--- src/rfat_pkg.sv ---
// Package for the relay-feedback autotuner: widths, register indexes, phase
// codes and the config and divider job types. No dependencies.
`default_nettype none
package rfat_pkg;
   localparam int GAIN_FRAC_BITS = 16;
   localparam logic [28:0] PI_Q27 = 29'd421657428;

   localparam logic [1:0] PH_IDLE = 2'd0;
   localparam logic [1:0] PH_RUN  = 2'd1;
   localparam logic [1:0] PH_OK   = 2'd2;
   localparam logic [1:0] PH_FAIL = 2'd3;

   localparam logic [1:0] FAIL_NONE    = 2'd0;
   localparam logic [1:0] FAIL_INVALID = 2'd1;
   localparam logic [1:0] FAIL_TIMEOUT = 2'd2;
   localparam logic [1:0] FAIL_DISABLE = 2'd3;

   localparam logic [2:0] REG_RELAY   = 3'd0;
   localparam logic [2:0] REG_HYST    = 3'd1;
   localparam logic [2:0] REG_MINAMP  = 3'd2;
   localparam logic [2:0] REG_MINCYC  = 3'd3;
   localparam logic [2:0] REG_TIMEOUT = 3'd4;
   localparam logic [2:0] REG_KPLIM   = 3'd5;
   localparam logic [2:0] REG_KDFRAC  = 3'd6;

   typedef struct packed {
      logic [15:0] relay_level;
      logic [14:0] hysteresis;
      logic [14:0] min_amplitude;
      logic [15:0] min_cycles;
      logic [31:0] run_timeout_ms;
      logic [31:0] kp_limit;
      logic [15:0] kd_fraction;
   } cfg_type;

   // divider job: 128-bit dividend over 64-bit divisor
   typedef struct packed {
      logic         start;
      logic [127:0] dividend;
      logic [63:0]  divisor;
   } div_req_type;

   typedef struct packed {
      logic        done;
      logic [31:0] quotient;
   } div_rsp_type;
endpackage
`default_nettype wire

--- src/rfat_mul.sv ---
// Shared 32x32 multiplier with registered product.
// Depends on rfat_pkg.
`default_nettype none
module rfat_mul import rfat_pkg::*; (
   input  wire logic        clock,
   input  wire logic [31:0] a,
   input  wire logic [31:0] b,
   output logic      [63:0] p
);
   logic [63:0] p_ff;
   always_ff @(posedge clock) p_ff <= {32'd0, a} * {32'd0, b};
   assign p = p_ff;
endmodule
`default_nettype wire

--- config.mk ---
export PLATFORM = sky130hd
export DESIGN_NAME = rfat_mul
export DESIGN_NICKNAME = d
export VERILOG_FILES = /design/src/rfat_pkg.sv /design/src/rfat_mul.sv
export SDC_FILE = /design/constraint.sdc
export NUM_CORES = 2
export LEC_CHECK = 0
export ABC_AREA = 1
export CORE_AREA = 2 2 262 264
export CTS_CLUSTER_DIAMETER = 50
export DETAILED_ROUTE_END_ITERATION = 10
export DIE_AREA = 0 0 264 266
export DONT_BUFFER_PORTS = 1
export PLACE_DENSITY = 0.78
export SYNTH_ARGS = -nofsm -noshare
export SYNTH_HDL_FRONTEND = slang
export SYNTH_SLANG_ARGS = --single-unit
--- constraint.sdc ---
create_clock -name clock -period 13.2 [get_ports clock]
set_input_delay 1.98 -clock clock [delete_from_list [all_inputs] [get_ports clock]]
set_output_delay 1.98 -clock clock [all_outputs]
set_load 0.1 [all_outputs]
* After elaboration in Yosys (flattened, before gate mapping) *
Cells that the tools add are included.

storage, ports and cells
  bits in registers = 64
  bits in latches = 0
  bits in writable memories = 0
  ROM bits = 0
  bits of input ports = 65
  output and inout port bits = 64
  logic and storage cells = 2
  memories = 0

operators by class
  $add $sub $neg = 0
  $mul = 1
  div/mod/pow operators = 0
  order comparisons = 0
  eq/ne operators = 0
  shifts and indexed selects = 0
  multiplexer cells = 0
  bitwise gates (word level) = 0
  reduce and logical (&&, ||, !) cells = 0

operator list
  operator                                        count
  32-bit by 32-bit multiplier with 64-bit output  1

* Logic depth before layout (Yosys ltp) *
  depth after elaboration = 1
  mapped depth = 30
  gate-level depth less buffers = 29

* Worst setup path after synthesis *
OpenSTA, ideal clock, no wires.

  path type = input port to flip-flop
  from = input a[25]
  to = register p_ff[60], in the netlist p[60]
  setup time = 0.112 ns
  arrival time = 7.682 ns
  data required time = 13.088 ns
  setup slack = 5.406 ns
  stages on the path = 26
  buffers on the path = 1
  cell sequence = clkbuf_1 nand2_1 fa_1 inv_1 fa_1 inv_1 fa_1 inv_1 fa_1 fa_1 fa_1 fa_1 inv_1 fa_1 inv_1 ha_1 nand2_1 nand2_1 a21oi_1 nand2_1 nand2_1 nand2_1 a21oi_1 nand2_1 nand2_1 nand2_1

between the ends
  word-level cells in the longest chain between the ends = 1

RTL lines
  item                                            RTL line        RTL
  start: declaration                              rfat_mul.sv:6   input wire logic [31:0] a,
  32-bit by 32-bit multiplier with 64-bit output  rfat_mul.sv:11  always_ff @(posedge clock) p_ff <= {32'd0, a} * {32'd0, b};
  end signal: assignment                          rfat_mul.sv:11
  end: declaration                                rfat_mul.sv:10  logic [63:0] p_ff;

No other way between the ends.

* Worst setup path after layout *
  from = input b[2]
  to = register p_ff[24], in the netlist p[24]

between the ends
  word-level cells in the longest chain between the ends = 1

RTL lines
  item                                            RTL line        RTL
  start: declaration                              rfat_mul.sv:7   input wire logic [31:0] b,
  32-bit by 32-bit multiplier with 64-bit output  rfat_mul.sv:11

No other way between the ends.

==> metrics <==
Yosys reg bits=64; Final Max Tran Viols=0; hold buffers post-CTS=0; DR pass1 iterations=6; Remaining DRCs=0; total gr overflow=0; Max clock buf depth=2; post-synthesis sequential area ratio=under 10%; # H-tree levels=3; final wirelength=95.7 mm; vias in the first global route=roughly 31000; Setup Crit Path Kind=input port to flop; Crit Path Max Fanout=32; max-cap violations=0; Chip Width=264 um; DR vias/cell=5.08; final net count=~6100; Tightest Hold Check Type=input port to flop; Slew Limit Headroom=between 20% and 30%; Die Area=70200 um2; Filler Cells Inserted=roughly 6300; worst hold path startpoint=b[0]; clock root buffer=clkbuf_16; final period demand of the worst path=7830 ps; max frequency=about 130 MHz; Syn-to-layout area delta=1.90%; Syn Inst Count=around 5000; Post-Syn Area=roughly 37000 um2; diode count=0; GRT Util Overall=between 20 and 30%; TritonCTS Sinks=64; largest net degree at the start of global routing=33; Placed Instances=5713; status=completed; CP endpoint kind=flop; DP HPWL=80.1 mm; WP data arrival=around 8000 ps; initial antenna violation count=0; Multi-input gate area=between 20000 and 30000 um2; Initial Util=a little under three fifths; # IOs=~130; Setup Buffers After CTS=0; via count of the routed design=about 29000; fin crit share=59.3%; die height=between 200 and 300 um; Worst Path Required=~13000 ps; Wirelength per Cell=between 15 and 20 um; Setup Viol. Count Final=0; syn nets=roughly 6200; sequential cell area=approximately 1300 um2; max reg flops=64; measured slew at the worst slew-check pin=about 1100 ps; CTS tree=yes; Port-buffer cells=0; Hold Vio Cnt, Final=0; share of layout cells above drive strength 1=1.65%; Worst Setup SP=b[2]; RSZ-0062 raised after global routing=false; syn_area_per_cell=about 7.4 um2; Non-Filler Instances=5729; count of different cell masters after synthesis=23; Ys Warns=0; Antenna Nets Post-Route=0; Core Box Area=67700 um2; PostCTS Resize Cnt=0; CTS buffer count=9; initial drt markers=2130; Rows=96; global-route wire length before repair=around 160 mm; Setup crit start kind=input port; Setup TNS Final=0 ps; gpl congestion=between 0.9 and 1; Reg clk slew, reported paths=about 70 ps
kinds of logic after synthesis:
group,count (synthesis),share of synthesized area [%]
adder cells (fa/ha/maj),1159,56.8
buffers and inverters,1927,19.3
AO/OA/AOI/OAI,57,0.853
AND/OR/NAND/NOR,1781,18.8
flip-flops,64,3.43
XOR/XNOR,35,0.820
worst paths after layout:
check                to  slack, ps  cells past startpoint
hold / removal     p[0]       1740                      2
setup / recovery  p[24]       5370                     22
stage by stage:
stage	hold WS, ps	util, %	instance area (um2)	setup WS, ps
6_report	1740	56.3	38100	5370
4_1_cts	1730	56.3	38100	5370
2_1_floorplan	2080	-	37400	5410
3_3_place_gp	2080	55.8	37800	5070
5_1_grt	1760	56.3	38100	5140
3_5_place_dp	2090	55.8	37800	5080
cell usage in the layout (no fill, tap or decap), types with 14 or more instances in the layout:
cell type and instances:
inv_1 1723, nand2_2 15, nand2_1 1566, fa_1 896, nand4_1 16, nor2_1 81
nor2_2 14, dfxtp_1 64, xor2_1 33, nand3_1 56, ha_1 263, a21oi_1 43
area by class of cell:
type                       count  area share (%)
inverter                    1735            17.1
multi-input combinational   3032            75.8
clock buffer                   9           0.591
clock inverter                 7           0.266
tap                          882            2.90
sequential                    64            3.36
per-layer routing:
layer / track usage (%) / part of all wire, % / vias up
li1: - / - / 13247
met1: 35.9 / 38 / 14307
met2: 49.5 / 50 / 1255
met3: 4.61 / 8.0 / 267
met4: 11.6 / 4.6 / 0
met5: 0 / 0 / -
critical path, stage by stage:
cell	delay [ps]
nand2_1	50
inv_1	50
fa_1	530
inv_1	50
fa_1	500
fa_1	470
fa_1	560
inv_1	60
fa_1	510
inv_1	60
fa_1	530
inv_1	50
fa_1	500
fa_1	450
ha_1	450
nand2_1	160
nor2_1	180
nand2_1	150
nor2_1	130
nand2_1	70
nand3_2	140
xor2_1	390
cells in the mapped netlist, drive strengths merged:
cell    number  share of area (%)
inv       1735                 17
nand2     1581                 16
fa         896                 48
ha         263                8.8
clkbuf     192                1.9
nor2       101                1.2
nand3       65               0.99
dfxtp       64                3.4
a21oi       43               0.58
xor2        33               0.77
nor3        18               0.35
nand4       16               0.27
o21bai      12               0.25
o21ai        2              0.027
xnor2        2              0.047
Power is not shown: default switching activity piles up to over one toggle a cycle in this logic, so the estimate is an artifact.
