$ cat src/rfat_pkg.sv
// Package for the relay-feedback autotuner: widths, register indexes, phase
// codes and the config and divider job types. No dependencies.
`default_nettype none
package rfat_pkg;
   localparam int GAIN_FRAC_BITS = 16;
   localparam logic [28:0] PI_Q27 = 29'd421657428;

   localparam logic [1:0] PH_IDLE = 2'd0;
   localparam logic [1:0] PH_RUN  = 2'd1;
   localparam logic [1:0] PH_OK   = 2'd2;
   localparam logic [1:0] PH_FAIL = 2'd3;

   localparam logic [1:0] FAIL_NONE    = 2'd0;
   localparam logic [1:0] FAIL_INVALID = 2'd1;
   localparam logic [1:0] FAIL_TIMEOUT = 2'd2;
   localparam logic [1:0] FAIL_DISABLE = 2'd3;

   localparam logic [2:0] REG_RELAY   = 3'd0;
   localparam logic [2:0] REG_HYST    = 3'd1;
   localparam logic [2:0] REG_MINAMP  = 3'd2;
   localparam logic [2:0] REG_MINCYC  = 3'd3;
   localparam logic [2:0] REG_TIMEOUT = 3'd4;
   localparam logic [2:0] REG_KPLIM   = 3'd5;
   localparam logic [2:0] REG_KDFRAC  = 3'd6;

   typedef struct packed {
      logic [15:0] relay_level;
      logic [14:0] hysteresis;
      logic [14:0] min_amplitude;
      logic [15:0] min_cycles;
      logic [31:0] run_timeout_ms;
      logic [31:0] kp_limit;
      logic [15:0] kd_fraction;
   } cfg_type;

   // divider job: 128-bit dividend over 64-bit divisor
   typedef struct packed {
      logic         start;
      logic [127:0] dividend;
      logic [63:0]  divisor;
   } div_req_type;

   typedef struct packed {
      logic        done;
      logic [31:0] quotient;
   } div_rsp_type;
endpackage
`default_nettype wire

$ cat src/rfat_csr.sv
// APB configuration registers of the autotuner.
// Depends on rfat_pkg.
`default_nettype none
module rfat_csr import rfat_pkg::*; (
   input  wire logic        clock,
   input  wire logic        reset,
   input  wire logic        psel,
   input  wire logic        penable,
   input  wire logic        pwrite,
   input  wire logic [4:0]  paddr,
   input  wire logic [31:0] pwdata,
   output logic      [31:0] prdata,
   output cfg_type          cfg
);
   cfg_type cfg_ff, cfg_in;
   logic [2:0] idx;
   assign idx = paddr[4:2];

   always_comb begin
      cfg_in = cfg_ff;
      if (psel && penable && pwrite) begin
         unique case (idx)
            REG_RELAY:   cfg_in.relay_level    = pwdata[15:0];
            REG_HYST:    cfg_in.hysteresis     = pwdata[14:0];
            REG_MINAMP:  cfg_in.min_amplitude  = pwdata[14:0];
            REG_MINCYC:  cfg_in.min_cycles     = pwdata[15:0];
            REG_TIMEOUT: cfg_in.run_timeout_ms = pwdata;
            REG_KPLIM:   cfg_in.kp_limit       = pwdata;
            REG_KDFRAC:  cfg_in.kd_fraction    = pwdata[15:0];
            default: ;
         endcase
      end
   end

   always_ff @(posedge clock) begin
      if (reset) begin
         cfg_ff.relay_level    <= 16'd256;
         cfg_ff.hysteresis     <= 15'd200;
         cfg_ff.min_amplitude  <= 15'd100;
         cfg_ff.min_cycles     <= 16'd5;
         cfg_ff.run_timeout_ms <= 32'd20000;
         cfg_ff.kp_limit       <= 32'd65536;
         cfg_ff.kd_fraction    <= 16'd32768;
      end else begin
         cfg_ff <= cfg_in;
      end
   end

   always_comb begin
      unique case (idx)
         REG_RELAY:   prdata = {16'd0, cfg_ff.relay_level};
         REG_HYST:    prdata = {17'd0, cfg_ff.hysteresis};
         REG_MINAMP:  prdata = {17'd0, cfg_ff.min_amplitude};
         REG_MINCYC:  prdata = {16'd0, cfg_ff.min_cycles};
         REG_TIMEOUT: prdata = cfg_ff.run_timeout_ms;
         REG_KPLIM:   prdata = cfg_ff.kp_limit;
         REG_KDFRAC:  prdata = {16'd0, cfg_ff.kd_fraction};
         default:     prdata = 32'd0;
      endcase
   end
   assign cfg = cfg_ff;
endmodule
`default_nettype wire

$ cat config.mk
export PLATFORM = sky130hd
export DESIGN_NAME = rfat_csr
export DESIGN_NICKNAME = d
export VERILOG_FILES = /design/src/rfat_pkg.sv /design/src/rfat_csr.sv
export SDC_FILE = /design/constraint.sdc
export NUM_CORES = 1
export LEC_CHECK = 0
export BUFFER_PORTS_ARGS = -buffer_cell sky130_fd_sc_hd__buf_2
export CAP_MARGIN = 20
export CORE_UTILIZATION = 52
export DETAILED_ROUTE_END_ITERATION = 8
export PLACE_DENSITY = 0.83
export SLEW_MARGIN = 20
export SYNTH_ARGS = -nofsm -noshare
export SYNTH_HDL_FRONTEND = slang
export SYNTH_SLANG_ARGS = --single-unit
$ cat constraint.sdc
create_clock -name clock -period 1.9 [get_ports clock]
set_input_delay 0.285 -clock clock [delete_from_list [all_inputs] [get_ports clock]]
set_output_delay 0.285 -clock clock [all_outputs]
set_load 0.05 [all_outputs]
Word-level counts from Yosys, hierarchy flattened
Cells that the tools add are included.

storage, ports and cells
  register bits = 142
  output and inout port bits = 174
  word-level logic and storage cells = 24

cells by class
  equal/unequal tests = 6
  mux-type cells = 1
  reduce and logical (&&, ||, !) cells = 10

operators with widths
  operator                                        number
  case mux 32 bit (7 select lines)                1
  AND reduction 2 bit                             7
  == test 3 bit (second input constant)           3
  == test 3 x 2 -> 1 bit (second input constant)  2
  == test 3 x 1 -> 1 bit (second input constant)  1
  logical NOT 3 bit                               1
  logical AND 1 bit                               2

Logic depth before layout (Yosys ltp)
Gate-level depths: netlist of the first run.

  word-level depth = 3
  mapped depth = 7

Worst setup path after synthesis of the first run
No wires, ideal clock.

  path kind = input -> output
  start = in paddr[3]
  end = out prdata[1]
  data arrival time = 2243 ps
  required time = 1615 ps
  setup slack = -628 ps
  stages on the path = 6
  buffers on the path = 3
  cell sequence = buf_6 nand2b_4 buf_6 buf_6 o221a_2 a221oi_1

on the way
  cells in the longest elaborated chain, start to end = 2

ends and longest elaborated chain
  what                                         line            RTL
  start: declaration                           rfat_csr.sv:10  input wire logic [4:0] paddr,
  == test 3 bit, or another cell as far along  rfat_csr.sv:50  unique case (idx)
  case mux 32 bit (7 select lines) *           rfat_csr.sv:50
  end: declaration                             rfat_csr.sv:12  output logic [31:0] prdata,

Every way passes the cells marked *; elsewhere a longest branch is shown, timed or not.

Final worst setup path of the first run
  start = reg cfg_ff, in the netlist cfg[119]
  end = out prdata[8]

on the way
  cells in the longest elaborated chain, start to end = 1

ends and longest elaborated chain
  what                              line            RTL
  start: declaration                rfat_csr.sv:15  cfg_type cfg_ff, cfg_in;
  start signal: assignment          rfat_csr.sv:45  cfg_ff <= cfg_in;
  case mux 32 bit (7 select lines)  rfat_csr.sv:50

Every way passes these cells.

==> results.json, run 1 <==
{
  "status": "complete, no violations",
  "timing.fmax_ghz": 0.5367,
  "hold_path_end": "cfg[32]$_SDFFE_PP1P_",
  "dieArea_mm2": 0.01369,
  "period_share_pct": 98.07,
  "clk_pin_slew_worst_paths_ps": 60,
  "port-buffer-count": 213,
  "initial_core_util_pct": 53.85,
  "reg2reg_to": "cfg[32]$_SDFFE_PP1P_",
  "grt_use_met1_pct": 35.01,
  "drt-initial-drc-count": 421,
  "drive_above_1_share_pct": 38.90,
  "syn_inst": 712,
  "grtUsageTotal_pct": 28.90,
  "finalWirelength_um": 19860,
  "crit_slowest_cell": "dfxtp_1",
  "cts_sinks": 142,
  "ant_nets": 0,
  "cp-end-kind": "primary output",
  "grtUsageMet2_pct": 48.48,
  "ys_types": 37,
  "slew_violations": 0,
  "worstHoldStart": "pwdata[16]",
  "crit_type": "reg2out",
  "startpoint": "cfg[119]$_SDFFE_PP0P_",
  "cap_violations": 0,
  "fin_crit_ps": 1863,
  "drc": 0,
  "syn_area_mm2": 0.006879,
  "clockBufferDepth": 2,
  "ir_worst_vdd_mv": 0.4673,
  "skew_ps": 0,
  "worstReg2RegStart": "cfg[32]$_SDFFE_PP1P_",
  "finalInstanceArea_mm2": 0.009274,
  "ys.flop_type": "dfxtp_1",
  "worstPathRequired_ps": 1620,
  "cts_tree": "yes",
  "yosysWarningCount": 0,
  "final_common_cell": "buf_2",
  "power_uw": 7590,
  "routabilityCongestion": 0.8314,
  "p_sw_share_pct": 24.04,
  "slowest_delay_ps": 400,
  "vias_per_cell": 5.544,
  "root_buffer": "clkbuf_16",
  "cp_cell_sequence": "mux2i_1 -> o221a_2 -> a221oi_2 -> buf_6",
  "r2r_slack_ps": 1030,
  "yosysTopAreaCell": "dfxtp_1",
  "syn_nets": 754,
  "yosys.area.top_type_share_pct": 41.32,
  "r2r_cells": 2,
  "cts_buffers": 17,
  "post-place-ws_ps": -7.339,
  "grt_pass1_vias": 5760,
  "core_mm2": 0.01277,
  "hold_violations": 0,
  "p_switching_uw": 1825,
  "max_slew.worst_pin.slew_ps": 724.1,
  "maxSlewHeadroom_pct": 51.73,
  "synth_area_leaders": "dfxtp_1 41%, mux2i_1 24%, nand2b_1 12%",
  "wl_per_cell_um": 17.74,
  "crit_family": "compound AO/OA/AOI/OAI gates",
  "register_area_mm2": 0.002870,
  "worst_slack_ps": 36.74,
  "die_w_um": 117.0,
  "h-tree-depth": 4,
  "worstSetupStartpointType": "flop",
  "drt_first_pass_iters": 5,
  "syn_avg_cell_area_um2": 9.662,
  "grt_pass1_wl_um": 29660,
  "crit_arrival_ps": 1580,
  "fill_cells": 951,
  "p_per_area_mw_per_mm2": 818.4,
  "p_seq_share_pct": 39.8,
  "fin_nets": 975,
  "die_y_um": 117.0,
  "placed_cells": 1086,
  "ioPinCount": 216,
  "setup_viol": 0,
  "grt_util_met3_pct": 6.643,
  "grt_busiest_layer": "met2",
  "final_cells": 1119,
  "multi_input_area_mm2": 0.003851,
  "crit_fanout": 3,
  "p_clk_share_pct": 49.4,
  "area_growth_pct": 34.81,
  "path_buf_inv": 1,
  "ys_ff_latch": 142,
  "antenna_found_initial": 0,
  "largest_reg_flops": 142,
  "grt_max_degree": 80,
  "hold_depth": 2,
  "dpl-instance-area_mm2": 0.008483,
  "rows": 41,
  "static-leakage-power_uw": 0.004395,
  "internal-power_uw": 5765,
  "synth-edff-count": 0,
  "ys_seq_area_share_pct": 41.32,
  "async_reset_ff_share_pct": 0,
  "dp_hpwl_um": 13820,
  "grt.overflow.total": 0,
  "vias": 6204,
  "pwr-share-comb_pct": 10.8,
  "min_path_type": "in2reg",
  "insertion_delay_ps": 420,
  "mostFrequentLayoutCells": "199 x buf_2, 162 x mux2i_1, 127 x nand2b_1, 120 x dfxtp_1, 49 x buf_4"
}
-- synthesized netlist by cell type, drive strengths merged, types with 3 or more instances --
master and n:
dfxtp 142, a221oi 9, o211ai 5, buf 36, nand2 6, clkbuf 27
inv 9, nor2b 3, a2bb2oi 6, nand2b 128, nor2 45, o221a 9
a21oi 32, nand3 37, o21ai 31, mux2 5, mux2i 162, a32oi 5
and2 3
-- power groups by stage --
stage	sequential, uW	combinational (uW)	clock [uW]
after global routing	3020	862	3950
after detailed placement	3080	781	0
after CTS	3020	797	3780
after floorplan	3160	476	0
after global placement	3080	776	0
final	3020	818	3750
-- worst max path at each step --
stage,to,slack [ps],cells past startpoint
after global routing,prdata[11],-2,5
after detailed placement,prdata[1],-7,4
after CTS,prdata[1],-10,4
after global placement,prdata[1],7,4
after floorplan,prdata[1],-140,6
final,prdata[8],40,4
-- metrics by stage --
| step | hold WS, ps | TNS [ps] | utilization, % |
|---|---|---|---|
| final | 113.1 | 0 | 72.60 |
| after global routing | 105.1 | -1.770 | 72.58 |
| after CTS | 101.9 | -11.84 | 71.91 |
| after detailed placement | 477.0 | -7.339 | 66.41 |
| after global placement | 464.9 | 0 | 66.41 |
| after floorplan | 432.7 | -706.9 | - |
-- final cells by class --
| class | instances | share of cell area, % |
|---|---|---|
| Timing Repair Buffer | 265 | 17.62 |
| Clock buffer | 17 | 4.587 |
| Multi-Input combinational cell | 498 | 41.53 |
| Sequential cell | 142 | 30.95 |
| Clock inverter | 15 | 2.604 |
| Tap cell | 172 | 2.321 |
| Inverter | 9 | 0.3643 |
| Antenna cell | 1 | 0.02698 |
-- cell families (layout without fill, tap and decap cells) --
kind of cell | count (synthesis) | count (layout) | synth area share, %
other | 0 | 1 | 0
muxes | 167 | 167 | 24.39
AOI/OAI and AO/OA | 102 | 102 | 9.749
DFF | 142 | 142 | 41.32
buffers and inverters | 72 | 306 | 5.693
and+or+nand+nor | 229 | 229 | 18.84
-- routing by layer --
metal	share of wire [%]	wire (um)	up-vias
li1	-	-	2929
met1	42	8332	2975
met2	49	9756	244
met3	5.8	1146	56
met4	3.1	620	0
met5	0	0	-
-- what timing repair did --
action,in CTS,in global routing
hold buffers,0,0
buffers inserted,0,0
pin swaps,0,5
resized for setup,13,28
setup endpoints to repair,11,12
(Power assumes the default switching activity.)
==> run 2, diff against run 1 <==
--- a/config.mk
+++ b/config.mk
@@ -9,7 +9,7 @@
 export CAP_MARGIN = 20
 export CORE_UTILIZATION = 52
 export DETAILED_ROUTE_END_ITERATION = 8
-export PLACE_DENSITY = 0.83
+export PLACE_DENSITY_LB_ADDON = 0.12
 export SLEW_MARGIN = 20
 export SYNTH_ARGS = -nofsm -noshare
 export SYNTH_HDL_FRONTEND = slang
==> results.json, run 2 (synthesis results as in run 1) <==
{
  "root_buffer": "clkbuf_16",
  "ir_worst_vdd_mv": 0.5203,
  "worstHoldStart": "pwdata[16]",
  "vias": 6142,
  "grt_pass1_wl_um": 30190,
  "grt_max_degree": 51,
  "finalWirelength_um": 20010,
  "crit_type": "reg2out",
  "r2r_cells": 2,
  "core_mm2": 0.01277,
  "cts_sinks": 142,
  "rows": 41,
  "grt.overflow.total": 0,
  "cts_buffers": 17,
  "hold_path_end": "cfg[32]$_SDFFE_PP1P_",
  "drc": 0,
  "worstSetupStartpointType": "flop",
  "crit_arrival_ps": 1590,
  "min_path_type": "in2reg",
  "max_slew.worst_pin.slew_ps": 957.8,
  "cap_violations": 0,
  "internal-power_uw": 5537,
  "worstPathRequired_ps": 1620,
  "cp_cell_sequence": "mux2i_1 -> o221a_2 -> a221oi_4 -> buf_4",
  "clockBufferDepth": 2,
  "dpl-instance-area_mm2": 0.008436,
  "p_seq_share_pct": 41.3,
  "grt_pass1_vias": 5778,
  "routabilityCongestion": 0.8250,
  "hold_depth": 2,
  "ant_nets": 0,
  "slowest_delay_ps": 370,
  "initial_core_util_pct": 53.85,
  "port-buffer-count": 213,
  "p_sw_share_pct": 24.33,
  "largest_reg_flops": 142,
  "antenna_found_initial": 0,
  "maxSlewHeadroom_pct": 36.08,
  "r2r_slack_ps": 1010,
  "die_y_um": 117.0,
  "drt_first_pass_iters": 5,
  "insertion_delay_ps": 420,
  "tns_ps": 0,
  "worstReg2RegStart": "cfg[32]$_SDFFE_PP1P_",
  "area_growth_pct": 32.78,
  "fin_nets": 972,
  "cts_setup_buffers": 0,
  "status": "complete, no violations",
  "skew_ps": 0,
  "crit_slowest_cell": "dfxtp_1",
  "clk_pin_slew_worst_paths_ps": 60,
  "setup_viol": 0,
  "die_w_um": 117.0,
  "cp-end-kind": "primary output",
  "grtUsageTotal_pct": 29.33,
  "cts_tree": "yes",
  "p_switching_uw": 1780,
  "drt-initial-drc-count": 411,
  "mostFrequentLayoutCells": "198 x buf_2, 162 x mux2i_1, 127 x nand2b_1, 126 x dfxtp_1, 50 x buf_4",
  "crit_fanout": 3,
  "wl_per_cell_um": 17.94,
  "worst_slack_ps": 24.79,
  "drive_above_1_share_pct": 37.75,
  "period_share_pct": 98.70,
  "placed_cells": 1083,
  "ctsHoldBuffers": 0,
  "fin_crit_ps": 1875,
  "vias_per_cell": 5.509,
  "diodes": 0,
  "p_clk_share_pct": 47.7,
  "post-place-ws_ps": 6.509,
  "dp_hpwl_um": 14070,
  "hold_violations": 0,
  "final_common_cell": "buf_2",
  "finalInstanceArea_mm2": 0.009134,
  "p_per_area_mw_per_mm2": 801.1,
  "final_cells": 1115,
  "dieArea_mm2": 0.01369,
  "static-leakage-power_uw": 0.004334,
  "pwr-share-comb_pct": 11.0,
  "slew_violations": 0,
  "ioPinCount": 216,
  "reg2reg_to": "cfg[32]$_SDFFE_PP1P_",
  "h-tree-depth": 4,
  "timing.fmax_ghz": 0.5333
}
## run 2: per-layer routing
layer / GRT usage (%) / vias up / part of all wire, %
met5: 0 / - / 0
met4: 12.24 / 0 / 1.9
met3: 5.561 / 34 / 5.5
met2: 49.19 / 234 / 49
met1: 37.08 / 2954 / 43
li1: - / 2920 / -
## run 2: repair_timing
item | in CTS | in global routing
resized for setup | 6 | 26
endpoints found under the setup margin | 6 | 12
pin swaps | 0 | 1
endpoints found under the hold margin | 0 | 0
## run 2: how the worst max path moves through the flow
stage / from / end / slack, ps / cells past startpoint
after CTS: paddr[3] / prdata[11] / 2 / 6
final: cfg[121]$_SDFFE_PP0P_ / prdata[10] / 20 / 4
after floorplan: paddr[3] / prdata[1] / -140 / 6
after global placement: paddr[3] / prdata[12] / 40 / 6
after global routing: cfg[112]$_SDFFE_PP0P_ / prdata[1] / -3 / 4
after detailed placement: paddr[3] / prdata[11] / 7 / 6
## run 2: cell type report
cell class / count / area, um2
inverters: 9 / 33.78
multi-input cells: 498 / 3815
clock inverters: 9 / 131.4
repair buffers: 262 / 1578
well taps: 172 / 215.2
clock buffers: 23 / 498.0
fillers: 976 / 3640
flip-flops and latches: 142 / 2863
## run 2: critical path: cells and delay by family (launching register included)
kind            cells  cell delay [ps]
compound gates      2              460
flops               1              370
buf+inv             1              230
mux                 1              100
## run 2: per-stage QoR
stage	power [uW]	util (%)	hold slack [ps]
2_1_floorplan	3633	-	432.7
4_1_cts	7321	71.08	110.2
3_5_place_dp	3863	66.04	471.2
5_1_grt	7532	71.51	116.3
3_3_place_gp	3850	66.04	465.6
6_report	7317	71.51	120.2
## run 2: power by group through the flow
| stage | combinational, uW | clock (uW) | sequential, uW |
|---|---|---|---|
| 4_1_cts | 789 | 3510 | 3020 |
| 2_1_floorplan | 476 | 0 | 3160 |
| 3_3_place_gp | 767 | 0 | 3080 |
| 3_5_place_dp | 779 | 0 | 3080 |
| 5_1_grt | 846 | 3670 | 3020 |
| 6_report | 804 | 3490 | 3020 |
