===== src/rfat_pkg.sv =====
// Package for the relay-feedback autotuner: widths, register indexes, phase
// codes and the config and divider job types. No dependencies.
`default_nettype none
package rfat_pkg;
   localparam int GAIN_FRAC_BITS = 16;
   localparam logic [28:0] PI_Q27 = 29'd421657428;

   localparam logic [1:0] PH_IDLE = 2'd0;
   localparam logic [1:0] PH_RUN  = 2'd1;
   localparam logic [1:0] PH_OK   = 2'd2;
   localparam logic [1:0] PH_FAIL = 2'd3;

   localparam logic [1:0] FAIL_NONE    = 2'd0;
   localparam logic [1:0] FAIL_INVALID = 2'd1;
   localparam logic [1:0] FAIL_TIMEOUT = 2'd2;
   localparam logic [1:0] FAIL_DISABLE = 2'd3;

   localparam logic [2:0] REG_RELAY   = 3'd0;
   localparam logic [2:0] REG_HYST    = 3'd1;
   localparam logic [2:0] REG_MINAMP  = 3'd2;
   localparam logic [2:0] REG_MINCYC  = 3'd3;
   localparam logic [2:0] REG_TIMEOUT = 3'd4;
   localparam logic [2:0] REG_KPLIM   = 3'd5;
   localparam logic [2:0] REG_KDFRAC  = 3'd6;

   typedef struct packed {
      logic [15:0] relay_level;
      logic [14:0] hysteresis;
      logic [14:0] min_amplitude;
      logic [15:0] min_cycles;
      logic [31:0] run_timeout_ms;
      logic [31:0] kp_limit;
      logic [15:0] kd_fraction;
   } cfg_type;

   // divider job: 128-bit dividend over 64-bit divisor
   typedef struct packed {
      logic         start;
      logic [127:0] dividend;
      logic [63:0]  divisor;
   } div_req_type;

   typedef struct packed {
      logic        done;
      logic [31:0] quotient;
   } div_rsp_type;
endpackage
`default_nettype wire


===== src/rfat_div.sv =====
// Shared restoring divider, one quotient bit per cycle, saturated to 32 bits.
// Depends on rfat_pkg.
`default_nettype none
module rfat_div import rfat_pkg::*; (
   input  wire logic        clock,
   input  wire logic        reset,
   input  div_req_type      req,
   output div_rsp_type      rsp
);
   logic         busy_ff, busy_in;
   logic [6:0]   cnt_ff, cnt_in;
   logic [127:0] num_ff, num_in;
   logic [63:0]  rem_ff, rem_in;
   logic [63:0]  den_ff, den_in;
   logic [32:0]  quo_ff, quo_in;
   logic         sat_ff, sat_in;
   logic         done_ff, done_in;
   logic [64:0]  shifted;
   logic [64:0]  diff;
   logic         ge;

   always_comb begin
      shifted = {rem_ff, num_ff[127]};
      diff    = shifted - {1'b0, den_ff};
      ge      = shifted >= {1'b0, den_ff};
      busy_in = busy_ff;
      cnt_in  = cnt_ff;
      num_in  = num_ff;
      rem_in  = rem_ff;
      den_in  = den_ff;
      quo_in  = quo_ff;
      sat_in  = sat_ff;
      done_in = 1'b0;
      if (req.start) begin
         busy_in = 1'b1;
         cnt_in  = 7'd0;
         num_in  = req.dividend;
         rem_in  = '0;
         den_in  = req.divisor;
         quo_in  = '0;
         sat_in  = 1'b0;
      end else if (busy_ff) begin
         num_in = {num_ff[126:0], 1'b0};
         // the remainder stays below the divisor, so 64 bits hold it
         rem_in = ge ? diff[63:0] : shifted[63:0];
         quo_in = {quo_ff[31:0], ge};
         if (quo_ff[31]) sat_in = 1'b1;
         cnt_in = cnt_ff + 7'd1;
         if (cnt_ff == 7'd127) begin
            busy_in = 1'b0;
            done_in = 1'b1;
         end
      end
   end

   always_ff @(posedge clock) begin
      if (reset) begin
         busy_ff <= 1'b0;
         done_ff <= 1'b0;
      end else begin
         busy_ff <= busy_in;
         done_ff <= done_in;
      end
      cnt_ff <= cnt_in;
      num_ff <= num_in;
      rem_ff <= rem_in;
      den_ff <= den_in;
      quo_ff <= quo_in;
      sat_ff <= sat_in;
   end

   always_comb begin
      rsp.done     = done_ff;
      rsp.quotient = (sat_ff || quo_ff[32] || den_ff == 64'd0) ? 32'hFFFF_FFFF
                                                               : quo_ff[31:0];
   end
endmodule
`default_nettype wire


===== config.mk =====
export PLATFORM = sky130hd
export DESIGN_NAME = rfat_div
export DESIGN_NICKNAME = d
export VERILOG_FILES = /design/src/rfat_pkg.sv /design/src/rfat_div.sv
export SDC_FILE = /design/constraint.sdc
export NUM_CORES = 1
export LEC_CHECK = 0
export ABC_AREA = 1
export BUFFER_PORTS_ARGS = -buffer_cell sky130_fd_sc_hd__buf_4
export CAP_MARGIN = 40
export CORE_MARGIN = 4
export CORE_UTILIZATION = 55
export DETAILED_ROUTE_END_ITERATION = 7
export PLACE_DENSITY_LB_ADDON = 0.12
export SYNTH_ARGS = -nofsm -noshare
export SYNTH_HDL_FRONTEND = slang
export SYNTH_SLANG_ARGS = --single-unit

===== constraint.sdc =====
create_clock -name clock -period 11.2 [get_ports clock]
set_input_delay 1.68 -clock clock [delete_from_list [all_inputs] [get_ports clock]]
set_output_delay 1.68 -clock clock [all_outputs]
set_load 0.02 [all_outputs]

== Yosys cells after proc, flatten, opt, wreduce, memory -nomap -nowiden ==
Index checks and enable logic that the tools add are counted.
Operators by class
  add/subtract/negate cells: 2
  magnitude comparators: 1
  eq/ne operators: 1
  mux-type cells: 8
  bitwise gates (word level): 1
  reduce and logical (&&, ||, !) cells: 6
Operators with widths (count)
  128-bit 2-to-1 mux: 2
  65-bit by 64-bit greater-or-equal comparator with 1-bit output: 1
  64-bit zero test: 1
  64-bit 2-to-1 mux: 1
  64-bit subtractor: 1
  32-bit 2-to-1 mux: 1
  7-bit by 1-bit adder with 7-bit output (second input constant): 1
  7-bit equality test (second input constant): 1
  1-bit 2-to-1 mux: 4
  3-bit OR reduction: 1
  1-bit logical OR: 2
  2-bit AND reduction: 1
  2-bit nonzero test: 1
  1-bit NOT: 1
Word-level totals
  bits in registers: 299
  input port bits: 195
  output and inout port bits: 33
  word-level logic and storage cells: 27

== Logic depth before layout (Yosys ltp) ==
Gate-level depths: netlist of run 1.
  depth after elaboration: 4
  depth in mapped cells: 20
  mapped depth without buffers: 18

== Least setup slack after synthesis of run 1 ==
OpenSTA, ideal clock, no wires.
  kind: input to register
  start point: input port req[192] (netlist bit)
  end point: register num_ff[0] (enable)
  library setup time: 542 ps
  data arrival time: 5824 ps
  data required time: 10658 ps
  path slack: 4833 ps
  stages: 4
  path buffers: 2
  path through: clkbuf_1 > nor2_1 > clkinv_1 > clkbuf_1
On the way
  cells in the longest elaborated chain, start to end: 1
RTL lines
  start, declared: line rfat_div.sv:7  | input div_req_type req,
  2-bit nonzero test (no source line)
  end signal, assigned: line rfat_div.sv:65  | num_ff <= num_in;
  end, declared: line rfat_div.sv:12  | logic [127:0] num_ff, num_in;
No other way between the ends.
A chain may end at the register's enable or synchronous reset.

==> flow_summary.rst, run 1 <==
.. list-table::
   :header-rows: 1

   * - Metric
     - Value
   * - Sort of element at the end of the critical path
     - output port
   * - Net count after synthesis
     - 2933
   * - Synthesized cell area
     - 18300 um^2
   * - P_leak
     - around 12 nW
   * - Hold Path Class
     - register to register
   * - Maximum number of pins on one net before global-route repair
     - slightly above 100
   * - Critical path buffers and inverters
     - 3
   * - Endpoints failing hold
     - 0
   * - CTS HTree Levels
     - 2
   * - Post-route clock period utilization
     - between 30 and 40%
   * - Area of the core
     - about 33000 um^2
   * - Final GP Congestion
     - 0.988
   * - Post-route worst hold slack
     - 0.464 ns
   * - Transition time at the pin with the least slew margin
     - 0.868 ns
   * - Synth warn
     - 0
   * - # clock sinks
     - about 300
   * - Mapped Cells
     - between 2000 and 3000
   * - Hold bufs inserted after CTS
     - 0
   * - Crit path DAT
     - 2.73 ns
   * - Peak supply drop
     - 0.140 mV
   * - Total Routing Usage GR
     - about 30%
   * - CTS clock-pin slew for the worst setup and hold paths
     - around 0.06 ns
   * - Count of non-filler cells in the finished layout
     - 3341
   * - Final #Nets
     - about 3100
   * - Buffer count from post-CTS setup fixing
     - 0
   * - Final antenna-violating net count
     - 0
   * - Final number of setup-violating endpoints
     - 0
   * - Total power divided by cell area
     - about 120 nW/um^2
   * - Die footprint
     - between 30000 and 40000 um^2
   * - Vias per cell
     - approximately 5.1
   * - Maximum fanout along the worst path
     - 29
   * - Drt initial violations
     - 1310
   * - Worst path cell trace
     - inv_1 -> nand4_1 -> nor4_2 -> a41oi_2 -> buf_6 -> nand2_1 -> buf_4
   * - Critical Setup Path Class
     - register to output port
   * - Parity-gate share of the synthesized area counting xor and xnor cells
     - 1.53%
   * - Simple-gate portion of the synthesized area
     - a little over a third
   * - Layout Skew
     - ~0.028 ns
   * - Slowest cell delay on critical path
     - 0.75 ns
   * - Unrepaired setup endpoints after global routing
     - false
   * - Share of synthesized area spent on multiplexers
     - 0%
   * - Worst setup SP type
     - register
   * - Total of flip-flops plus latches after synthesis
     - 299
   * - Sequential fraction of the synthesis area
     - 43.1%
   * - Antenna diode count
     - 0
   * - GR Overflow Total
     - 0
   * - Main combinational cell family by area after synthesis
     - simple AND/OR/NAND/NOR gates
   * - Number of standard-cell rows in the floorplan
     - 66
   * - Max Fclk
     - 227 MHz
   * - Post-place instance area
     - about 20000 um^2
   * - Number of gates given a new drive strength after cts
     - 0
   * - Final non-filler cell area
     - roughly 22000 um^2
   * - Average instance area after synthesis
     - ~6.9 um^2
   * - Die Y
     - about 190 um
   * - Utilization after layout
     - 65.8%
   * - Number of CTS-inserted buffers
     - 34
   * - Initial standard-cell utilization of the core
     - approximately 56%
   * - Synth cell types
     - 39
   * - Number of ports placed on the die boundary
     - approximately 230
   * - Max_cap viols
     - 0
   * - Pre-Repair DR Iteration Count
     - 6
   * - Clock period minus final worst setup slack
     - approximately 4.4 ns
   * - Clock insertion delay at the later pin of the skew report
     - 0.55 ns
   * - HPWL after detailed placement
     - 41100 um
   * - Input/output buffers
     - 227
   * - Number of remaining DRC errors
     - 0
   * - Result of the run
     - finished, final reports clean
   * - Max-slew violation count
     - 0
   * - Clock tree buffer depth
     - 3
   * - Final TNS setup
     - 0 ns
   * - Initial antenna violation count
     - 0
   * - Filler cell count in the final layout
     - ~3000
   * - Slowest cell on crit path
     - sky130_fd_sc_hd__nor4_2
   * - Adder-Cell Fraction of Synth Area
     - roughly 4.5%
   * - Aggregate routed wire length
     - around 54000 um
   * - Largest delay contributor family on the critical path
     - simple AND/OR/NAND/NOR gates
   * - Number of instances in the placed design
     - around 3300
   * - First-pass GRT wire length
     - 84700 um
   * - Width of the chip
     - 191 um
   * - Routed len/inst
     - around 16 um
   * - Vias post-DR
     - 17064
   * - Growth of design area from synthesis to finish
     - 17.4%
   * - Required arrival time at the worst endpoint
     - 9.52 ns
   * - Worst max-slew margin expressed relative to the limit
     - between 40% and 50%
   * - Number of global-route vias before repair
     - roughly 16000
   * - Area occupied by registers
     - approximately 7900 um^2
   * - Multi-input gate area in the final layout
     - about 8400 um^2
   * - Fraction of layout cells with a size suffix above 1
     - a little under an eighth
   * - Root Driver
     - sky130_fd_sc_hd__clkbuf_16
   * - Share of the synthesized area in compound gates (AO/OA/AOI/OAI)
     - approximately 3.5%
   * - CTS tree
     - built
[layer usage]
layer,vias up,track usage (%),wire (um)
met1,7793,40.8,23500
li1,8610,-,-
met5,-,0,0
met4,0,7.57,1320
met2,589,48.2,24800
met3,72,5.20,4360
[metrics by stage]
stage / power, mW / setup slack, ns
final: 2.66 / 6.79
after global routing: 2.76 / 6.79
after CTS: 2.68 / 6.83
after detailed placement: 1.57 / 6.98
after global placement: 1.56 / 6.81
after floorplan: 1.46 / 4.83
[report_power, final]
part	total, mW	internal [mW]	leakage, nW	switching, mW
Sequential	1.28	1.26	2.80	0.0222
Clock	1.10	0.654	0.552	0.451
Combinational	0.276	0.105	8.41	0.172
[sequential cells by signal, summed over array words and instances, names as in the netlist]
name	count
done_ff	1
den_ff	64
sat_ff	1
quo_ff	33
rem_ff	64
num_ff	128
cnt_ff	7
busy_ff	1
[worst register-to-register path, delay by kind of cell, from the launching register on]
kind          cells  cell delay (ns)
simple gates     14             2.93
buf+inv           3             0.22
fa+ha+maj         1             0.29
flops             1             0.37
[cells in the final DEF (no fill, tap or decap), types with 2 or more instances in the layout]
master,n
sky130_fd_sc_hd__nand2_1,1287
sky130_fd_sc_hd__inv_1,440
sky130_fd_sc_hd__buf_4,232
sky130_fd_sc_hd__edfxtp_1,192
sky130_fd_sc_hd__nand3_1,138
sky130_fd_sc_hd__nor2_1,109
sky130_fd_sc_hd__dfxtp_1,107
sky130_fd_sc_hd__ha_1,65
sky130_fd_sc_hd__a21oi_1,53
sky130_fd_sc_hd__clkbuf_16,36
sky130_fd_sc_hd__o22ai_1,32
sky130_fd_sc_hd__xor2_1,28
sky130_fd_sc_hd__nand4_1,25
sky130_fd_sc_hd__nand3b_1,19
sky130_fd_sc_hd__o21ai_0,17
sky130_fd_sc_hd__nor3_1,15
sky130_fd_sc_hd__inv_2,12
sky130_fd_sc_hd__nor2_2,10
sky130_fd_sc_hd__nand2_2,8
sky130_fd_sc_hd__clkbuf_1,8
sky130_fd_sc_hd__o21bai_1,7
sky130_fd_sc_hd__clkinv_2,6
sky130_fd_sc_hd__nor4_1,6
sky130_fd_sc_hd__nor2_4,6
sky130_fd_sc_hd__clkbuf_8,5
sky130_fd_sc_hd__xnor2_1,4
sky130_fd_sc_hd__clkinv_1,3
sky130_fd_sc_hd__buf_16,3
sky130_fd_sc_hd__inv_6,2
sky130_fd_sc_hd__nand2_4,2
sky130_fd_sc_hd__or2_2,2
sky130_fd_sc_hd__and2_1,2
sky130_fd_sc_hd__buf_6,2
[cells in the mapped netlist (all sizes together)]
| cell type | number | area, um^2 |
|---|---|---|
| nor3b | 1 | 7.51 |
| a21oi | 54 | 274 |
| nor3 | 16 | 85.1 |
| dfxtp | 107 | 2140 |
| xor2 | 28 | 245 |
| o22ai | 32 | 200 |
| nor4 | 7 | 43.8 |
| ha | 65 | 813 |
| o21bai | 7 | 52.6 |
| fa | 1 | 20.0 |
| inv | 452 | 1700 |
| nand3b | 19 | 143 |
| nand2 | 1297 | 4900 |
| o21ai | 18 | 90.1 |
| or2 | 2 | 12.5 |
| and2 | 2 | 12.5 |
| xnor2 | 4 | 35.0 |
| clkinv | 4 | 15.0 |
| nor2 | 125 | 524 |
| a41oi | 1 | 8.76 |
| nand3 | 139 | 701 |
| clkbuf | 47 | 176 |
| nand4 | 25 | 156 |
| a21o | 1 | 7.51 |
| edfxtp | 192 | 5770 |
| buf | 26 | 198 |
[final timing paths]
path	depth (start not counted)	to	from	slack, ns
max	7	rsp[2]	den_ff[55]	6.79
min	2	sat_ff	sat_ff	0.46
max reg2reg	18	rem_ff[57]	den_ff[8]	7.28
min reg2reg	2	sat_ff	sat_ff	0.46
[cell families after synthesis]
logic type	after synthesis
and+or+nand+nor	1633
DFF	299
buffers and inverters	529
xor gates and xnor gates	32
adders and majority gates	66
AOI/OAI and AO/OA	113
[final cells by class]
| class | count | area share (%) |
|---|---|---|
| Sequential cell | 299 | 36.8 |
| Clock inverter | 12 | 0.512 |
| Inverter | 456 | 7.99 |
| Multi-Input combinational cell | 1844 | 38.9 |
| Clock buffer | 50 | 4.68 |
| Timing Repair Buffer | 238 | 8.61 |
| Tap cell | 442 | 2.57 |
(Power assumes the default switching activity.)
==> run 2, diff against run 1 <==
--- a/config.mk
+++ b/config.mk
@@ -9,7 +9,7 @@
 export BUFFER_PORTS_ARGS = -buffer_cell sky130_fd_sc_hd__buf_4
 export CAP_MARGIN = 40
 export CORE_MARGIN = 4
-export CORE_UTILIZATION = 55
+export CORE_UTILIZATION = 54
 export DETAILED_ROUTE_END_ITERATION = 7
 export PLACE_DENSITY_LB_ADDON = 0.12
 export SYNTH_ARGS = -nofsm -noshare
==> constraint.sdc (replaced) <==
create_clock -name clock -period 3.8 [get_ports clock]
set_input_delay 0.57 -clock clock [delete_from_list [all_inputs] [get_ports clock]]
set_output_delay 0.57 -clock clock [all_outputs]
set_load 0.02 [all_outputs]
==> run 2 against run 1 <==
  * Cell count rose by 0.27%
  * Critical path depth did not move
  * Sequential cell count is the same
  * Global-route usage rose by 1.0 points
  * Count of clock-buffer cells in the layout fell by 5
  * Sequential share of layout area hardly changed
  * Highest routed layer unchanged
  * Hold slack worse by 0.27 ns
  * Sequential power grew to 2.9 times the previous value
  * Critical path type unchanged
  * Non-clock buffer count increased by 5
==> flow_summary.rst, run 2 (same netlist as run 1, synthesis figures left out) <==
.. list-table::
   :header-rows: 1

   * - Metric
     - Value
   * - Maximum number of pins on one net before global-route repair
     - ~180
   * - Number of global-route vias before repair
     - approximately 16000
   * - Final antenna-violating net count
     - 0
   * - Initial antenna violation count
     - 0
   * - HPWL after detailed placement
     - approximately 43000 um
   * - Part of the total power dissipated in sequential elements
     - approximately 48%
   * - Final number of setup-violating endpoints
     - 0
   * - Number of gates given a new drive strength after cts
     - 0
   * - Worst setup SP type
     - register
   * - Max_cap viols
     - 0
   * - Post-route worst hold slack
     - between 0.15 and 0.2 ns
   * - Die Y
     - about 190 um
   * - Maximum fanout along the worst path
     - 32
   * - Max-slew violation count
     - 0
   * - Input/output buffers
     - 227
   * - Fraction of layout cells with a size suffix above 1
     - between 10% and 20%
   * - Vias post-DR
     - around 17000
   * - Final #Nets
     - ~3100
   * - Pre-Repair DR Iteration Count
     - 7
   * - Vias per cell
     - between 5 and 6
   * - Worst max-slew margin expressed relative to the limit
     - a little over two fifths
   * - Worst reg2reg startpoint
     - den_ff[56]
   * - Clock share of power
     - between 40% and 50%
   * - Critical Setup Path Class
     - register to output port
   * - Largest register FFs
     - between 100 and 150
   * - Clock period minus final worst setup slack
     - 3.28 ns
   * - Layout Skew
     - approximately 0.021 ns
   * - Max Fclk
     - slightly above 300 MHz
   * - First-pass GRT wire length
     - 87300 um
   * - Total Routing Usage GR
     - a little under a third
   * - P_leak
     - approximately 12 nW
   * - Total power divided by cell area
     - ~370 nW/um^2
   * - Clock tree buffer depth
     - 3
   * - Antenna diode count
     - 0
   * - Drt initial violations
     - ~1400
   * - Post-route clock period utilization
     - a little under nine tenths
   * - Hold Path End
     - den_ff[32]
   * - GR Overflow Total
     - 0
   * - Hold Path Class
     - primary input to register
   * - CTS clock-pin slew for the worst setup and hold paths
     - 0.07 ns
   * - # clock sinks
     - 299
   * - Area of the core
     - around 34000 um^2
   * - Number of ports placed on the die boundary
     - approximately 230
   * - Largest register by flop count
     - num_ff
   * - Buffer count from post-CTS setup fixing
     - 0
   * - CTS tree
     - built
   * - Most common library cell in the layout ignoring fill and taps
     - sky130_fd_sc_hd__nand2_1
   * - WHS Path Cells
     - 1
   * - Peak supply drop
     - 0.407 mV
   * - Number of remaining DRC errors
     - 0
   * - Growth of design area from synthesis to finish
     - 17.4%
   * - Hold bufs inserted after CTS
     - 0
   * - Root Driver
     - sky130_fd_sc_hd__clkbuf_16
   * - Unrepaired setup endpoints after global routing
     - false
   * - Sort of element at the end of the critical path
     - output port
   * - Required arrival time at the worst endpoint
     - 3.23 ns
   * - Endpoints failing hold
     - 0
   * - Initial standard-cell utilization of the core
     - roughly 55%
   * - Number of standard-cell rows in the floorplan
     - 67
   * - Leading registers by flop count
     - num_ff (128), den_ff (64), rem_ff (64)
   * - Transition time at the pin with the least slew margin
     - 0.864 ns
   * - Crit path DAT
     - 2.71 ns
   * - Final GP Congestion
     - 0.984
   * - Logic gate share of total power
     - a little over a tenth
   * - Aggregate routed wire length
     - around 57000 um
   * - Final TNS setup
     - 0 ns
   * - Worst setup slack for register-to-register paths
     - 0.56 ns
   * - Most frequent cells in the layout
     - 1287 x sky130_fd_sc_hd__nand2_1, 440 x sky130_fd_sc_hd__inv_1, 237 x sky130_fd_sc_hd__buf_4
   * - Switch Pwr
     - between 1.5 and 2 mW
   * - Number of CTS-inserted buffers
     - 34
   * - Internal power component
     - 5.94 mW
   * - Die footprint
     - around 37000 um^2
   * - Endpoint of the worst register-to-register path
     - rem_ff[33]
   * - Launch instance of the worst min-delay path
     - req[32]
   * - Proportion of total power due to net switching
     - between 20 and 25%
   * - Result of the run
     - finished, final reports clean
   * - CTS HTree Levels
     - 2
   * - Width of the chip
     - about 190 um
   * - Worst-case reg-to-reg path depth
     - 14
   * - Routed len/inst
     - between 15 and 20 um
   * - Clock insertion delay at the later pin of the skew report
     - approximately 0.56 ns
run 2: power by group through the flow:
stage / Combinational [mW] / Sequential (mW) / Clock, mW
2_1_floorplan: 0.468 / 3.81 / 0
3_3_place_gp: 0.789 / 3.82 / 0
3_5_place_dp: 0.810 / 3.83 / 0
4_1_cts: 0.816 / 3.77 / 3.34
5_1_grt: 0.912 / 3.78 / 3.47
6_report: 0.819 / 3.76 / 3.29
run 2: per-stage QoR:
step	std cells	worst slack, ns	power, mW	instance area [um^2]	utilization [%]
after floorplan	2672	0.560	4.28	18300	-
after global placement	3288	0.710	4.61	20400	60.8
after detailed placement	3290	0.734	4.64	20400	60.9
after CTS	3350	0.535	7.92	21500	64.2
after global routing	3350	0.367	8.17	21500	64.2
final	3350	0.524	7.87	21500	64.2
run 2: final cells by class:
type / count / area (um^2)
clock inverter: 15 / 175
sequential: 299 / 7910
tap: 448 / 561
inverter: 456 / 1720
multi-input combinational: 1844 / 8360
clock buffer: 45 / 922
timing repair buffer: 243 / 1880
fill: 3098 / 12000
run 2: worst max-delay path by stage:
stage | start | to | slack, ns | depth (start not counted)
3_3_place_gp | den_ff[51] | rem_ff[33] | 0.71 | 16
2_1_floorplan | req[192] | num_ff[0] | 0.56 | 4
3_5_place_dp | den_ff[56] | rem_ff[33] | 0.73 | 14
4_1_cts | den_ff[0] | rsp[0] | 0.54 | 7
6_report | den_ff[0] | rsp[0] | 0.52 | 7
5_1_grt | den_ff[0] | rsp[30] | 0.37 | 7
run 2: metal layers:
metal / up-vias / wire length, um / share of wire [%] / GRT usage (%)
li1: 8635 / - / - / -
met1: 7773 / 24400 / 43 / 41.4
met2: 673 / 25800 / 46 / 49.1
met3: 75 / 5110 / 9.0 / 7.45
met4: 0 / 1240 / 2.2 / 7.35
met5: - / 0 / 0 / 0
run 2: critical path: stages (launching register included):
cell	delay (ns)
sky130_fd_sc_hd__edfxtp_1	0.49
sky130_fd_sc_hd__nor4_1	0.40
sky130_fd_sc_hd__nand3_1	0.17
sky130_fd_sc_hd__nor3_1	0.40
sky130_fd_sc_hd__a41oi_2	0.16
sky130_fd_sc_hd__buf_4	0.26
sky130_fd_sc_hd__nand2_1	0.13
sky130_fd_sc_hd__buf_4	0.15
==> run 3, diff against run 2 <==
==> constraint.sdc (replaced) <==
create_clock -name clock -period 2.8 [get_ports clock]
set_input_delay 0.42 -clock clock [delete_from_list [all_inputs] [get_ports clock]]
set_output_delay 0.42 -clock clock [all_outputs]
set_load 0.02 [all_outputs]
==> run 3 against run 2 <==
  * The run now ends with design-rule violations, negative setup slack left
  * Utilization rose by 3.3 points
  * Sequential cell count did not move
  * Clock power up 33%
  * Hold slack got worse by 0.16 ns
  * Critical path depth is 2 higher
  * Register-to-register slack worse by 0.44 ns
  * Sequential power up 36%
  * Cell area rose by 5.1%
  * Critical path type unchanged
  * Non-clock buffer count is 80 higher
  * Critical endpoint is now rsp[31]
  * Routed wire length grew 0.37%
==> flow_summary.rst, run 3 (same netlist as run 1, synthesis figures left out) <==
.. list-table::
   :header-rows: 1

   * - Metric
     - Value
   * - Unrepaired setup endpoints after global routing
     - true
   * - Launch instance of the worst min-delay path
     - reset
   * - Max Fclk
     - between 300 and 400 MHz
   * - Number of remaining DRC errors
     - 4
   * - Final non-filler cell area
     - ~23000 um^2
   * - Hold Path Class
     - primary input to register
   * - Die footprint
     - ~37000 um^2
   * - Number of ports placed on the die boundary
     - between 200 and 250
   * - WHS Path Cells
     - 2
   * - Root Driver
     - sky130_fd_sc_hd__clkbuf_16
   * - Final number of setup-violating endpoints
     - 32
   * - Drt initial violations
     - ~1600
   * - Final GP Congestion
     - approximately 1.0
   * - Max-slew violation count
     - 0
   * - Layout Skew
     - between 0.04 and 0.05 ns
   * - Final antenna-violating net count
     - 0
   * - CTS clock-pin slew for the worst setup and hold paths
     - 0.06 ns
   * - Post-route clock period utilization
     - 103%
   * - Final #Nets
     - approximately 3200
   * - Transition time at the pin with the least slew margin
     - 0.897 ns
   * - Peak supply drop
     - just under 0.5 mV
   * - Post-place instance area
     - about 21000 um^2
   * - Utilization after layout
     - around two thirds
   * - Leading registers by flop count
     - num_ff (128), den_ff (64), rem_ff (64)
   * - Number of global-route vias before repair
     - 16818
   * - Clock period minus final worst setup slack
     - just under 3 ns
   * - First-pass GRT wire length
     - around 90000 um
   * - Largest register FFs
     - approximately 130
   * - Worst max-slew margin expressed relative to the limit
     - 40.2%
   * - Die Y
     - between 150 and 200 um
   * - Critical Setup Path Class
     - register to output port
   * - Area of the core
     - ~34000 um^2
   * - Number of CTS-inserted buffers
     - 31
   * - CTS HTree Levels
     - 1
   * - Worst reg2reg startpoint
     - den_ff[48]
   * - Clock insertion delay at the later pin of the skew report
     - between 0.6 and 0.7 ns
   * - Hold Path End
     - done_ff
   * - Initial standard-cell utilization of the core
     - between 50 and 60%
   * - Maximum number of pins on one net before global-route repair
     - 133
   * - Largest register by flop count
     - num_ff
   * - Required arrival time at the worst endpoint
     - 2.38 ns
   * - Violated checks
     - design-rule violations, negative setup slack
   * - Total Routing Usage GR
     - a little under a third
   * - Growth of design area from synthesis to finish
     - 23.4%
   * - Crit path DAT
     - between 2 and 2.5 ns
   * - Pre-Repair DR Iteration Count
     - 8
   * - Worst-case reg-to-reg path depth
     - 17
   * - GR Overflow Total
     - 0
   * - Width of the chip
     - roughly 190 um
   * - Worst setup SP type
     - register
   * - Sort of element at the end of the critical path
     - output port
   * - Endpoint of the worst register-to-register path
     - rem_ff[56]
   * - Initial antenna violation count
     - 2
   * - # clock sinks
     - ~300
   * - Final WS setup
     - -0.0884 ns
   * - Vias post-DR
     - ~18000
   * - Routed len/inst
     - about 17 um
   * - Max_cap viols
     - 0
   * - HPWL after detailed placement
     - about 42000 um
   * - Endpoints failing hold
     - 0
   * - Worst setup slack for register-to-register paths
     - 0.12 ns
   * - Input/output buffers
     - around 230
   * - CTS tree
     - built
   * - P_leak
     - 12.2 nW
   * - Number of standard-cell rows in the floorplan
     - 67
   * - Aggregate routed wire length
     - 56700 um
   * - Maximum fanout along the worst path
     - 32
   * - Total power divided by cell area
     - approximately 470 nW/um^2
   * - Result of the run
     - finished, violations left
   * - Vias per cell
     - approximately 5
   * - Most common library cell in the layout ignoring fill and taps
     - sky130_fd_sc_hd__nand2_1
   * - Most frequent cells in the layout
     - 1286 x sky130_fd_sc_hd__nand2_1, 440 x sky130_fd_sc_hd__inv_1, 209 x sky130_fd_sc_hd__buf_4
   * - Fraction of layout cells with a size suffix above 1
     - 12.4%
   * - Clock tree buffer depth
     - 3
==> run 3: changes by cell type in the layout (fill, tap and decap cells not counted), sizes merged <==
cell,before,now
diode,0,2
clkinv,14,12
clkbuf,45,43
inv,454,455
bufinv,3,4
dlygate4sd3,0,63
buf,243,258
clkinvlp,0,2
==> run 3: layer usage <==
layer  up-vias  share of wire, %  track usage [%]
met4         0               2.4             7.43
li1       8788                 -                -
met1      8042                44             41.6
met2       613                46             49.2
met5         -                 0            0.687
met3        75               7.5             5.45
==> run 3: repair_timing <==
| action | in CTS | in global routing |
|---|---|---|
| buffers inserted | 0 | 3 |
| cloned | 0 | 2 |
| gates resized for setup | 39 | 19 |
| hold buffers | 63 | 0 |
| hold endpoints to repair | 63 | 0 |
| endpoints found under the setup margin | 32 | 80 |
| pin swaps | 0 | 2 |
==> run 3: cell type report <==
type / instances / area, um^2
diodes: 2 / 5.00
repair buffers: 323 / 2900
flip-flops and latches: 299 / 7910
clock inverters: 17 / 209
inverters: 456 / 1720
well taps: 448 / 561
fillers: 2927 / 10900
clock buffers: 41 / 875
multi-input cells: 1844 / 8440
==> run 3: worst max path at each step <==
stage | slack [ns] | start | cells past startpoint | endpoint
floorplan | 0.46 | req[192] | 4 | num_ff[0]
global placement | 0.16 | den_ff[6] | 15 | rem_ff[40]
detailed placement | 0.17 | den_ff[6] | 14 | rem_ff[50]
CTS | -0.14 | den_ff[0] | 9 | rsp[27]
global route | -0.18 | den_ff[0] | 9 | rsp[30]
finish | -0.09 | den_ff[0] | 9 | rsp[31]
==> run 3: worst max-delay path, cell delays in order, from the launching register on <==
cell and delay, ns:
sky130_fd_sc_hd__edfxtp_1 0.42, sky130_fd_sc_hd__buf_6 0.15, sky130_fd_sc_hd__nor4_4 0.26, sky130_fd_sc_hd__buf_4 0.16, sky130_fd_sc_hd__nand3_2 0.07, sky130_fd_sc_hd__nor3_4 0.17, sky130_fd_sc_hd__a41oi_2 0.15, sky130_fd_sc_hd__buf_12 0.21
sky130_fd_sc_hd__nand2_1 0.12, sky130_fd_sc_hd__buf_6 0.13
==> run 3: metrics by stage <==
step | power [mW] | worst slack (ns) | setup TNS, ns | instances | hold WS, ns
2_1_floorplan | 5.81 | 0.464 | 0 | 2672 | 0.424
3_3_place_gp | 6.28 | 0.158 | 0 | 3301 | 0.432
3_5_place_dp | 6.31 | 0.173 | 0 | 3302 | 0.451
4_1_cts | 10.7 | -0.143 | -3.55 | 3423 | 0.00360
5_1_grt | 11.1 | -0.178 | -4.59 | 3429 | 0.00842
6_report | 10.7 | -0.0884 | -1.51 | 3430 | 0.0277
==> run 3: power breakdown <==
| part | total, mW | switching (mW) | internal, mW |
|---|---|---|---|
| clock network | 4.37 | 1.80 | 2.58 |
| registers | 5.11 | 0.0854 | 5.02 |
| logic | 1.21 | 0.724 | 0.485 |
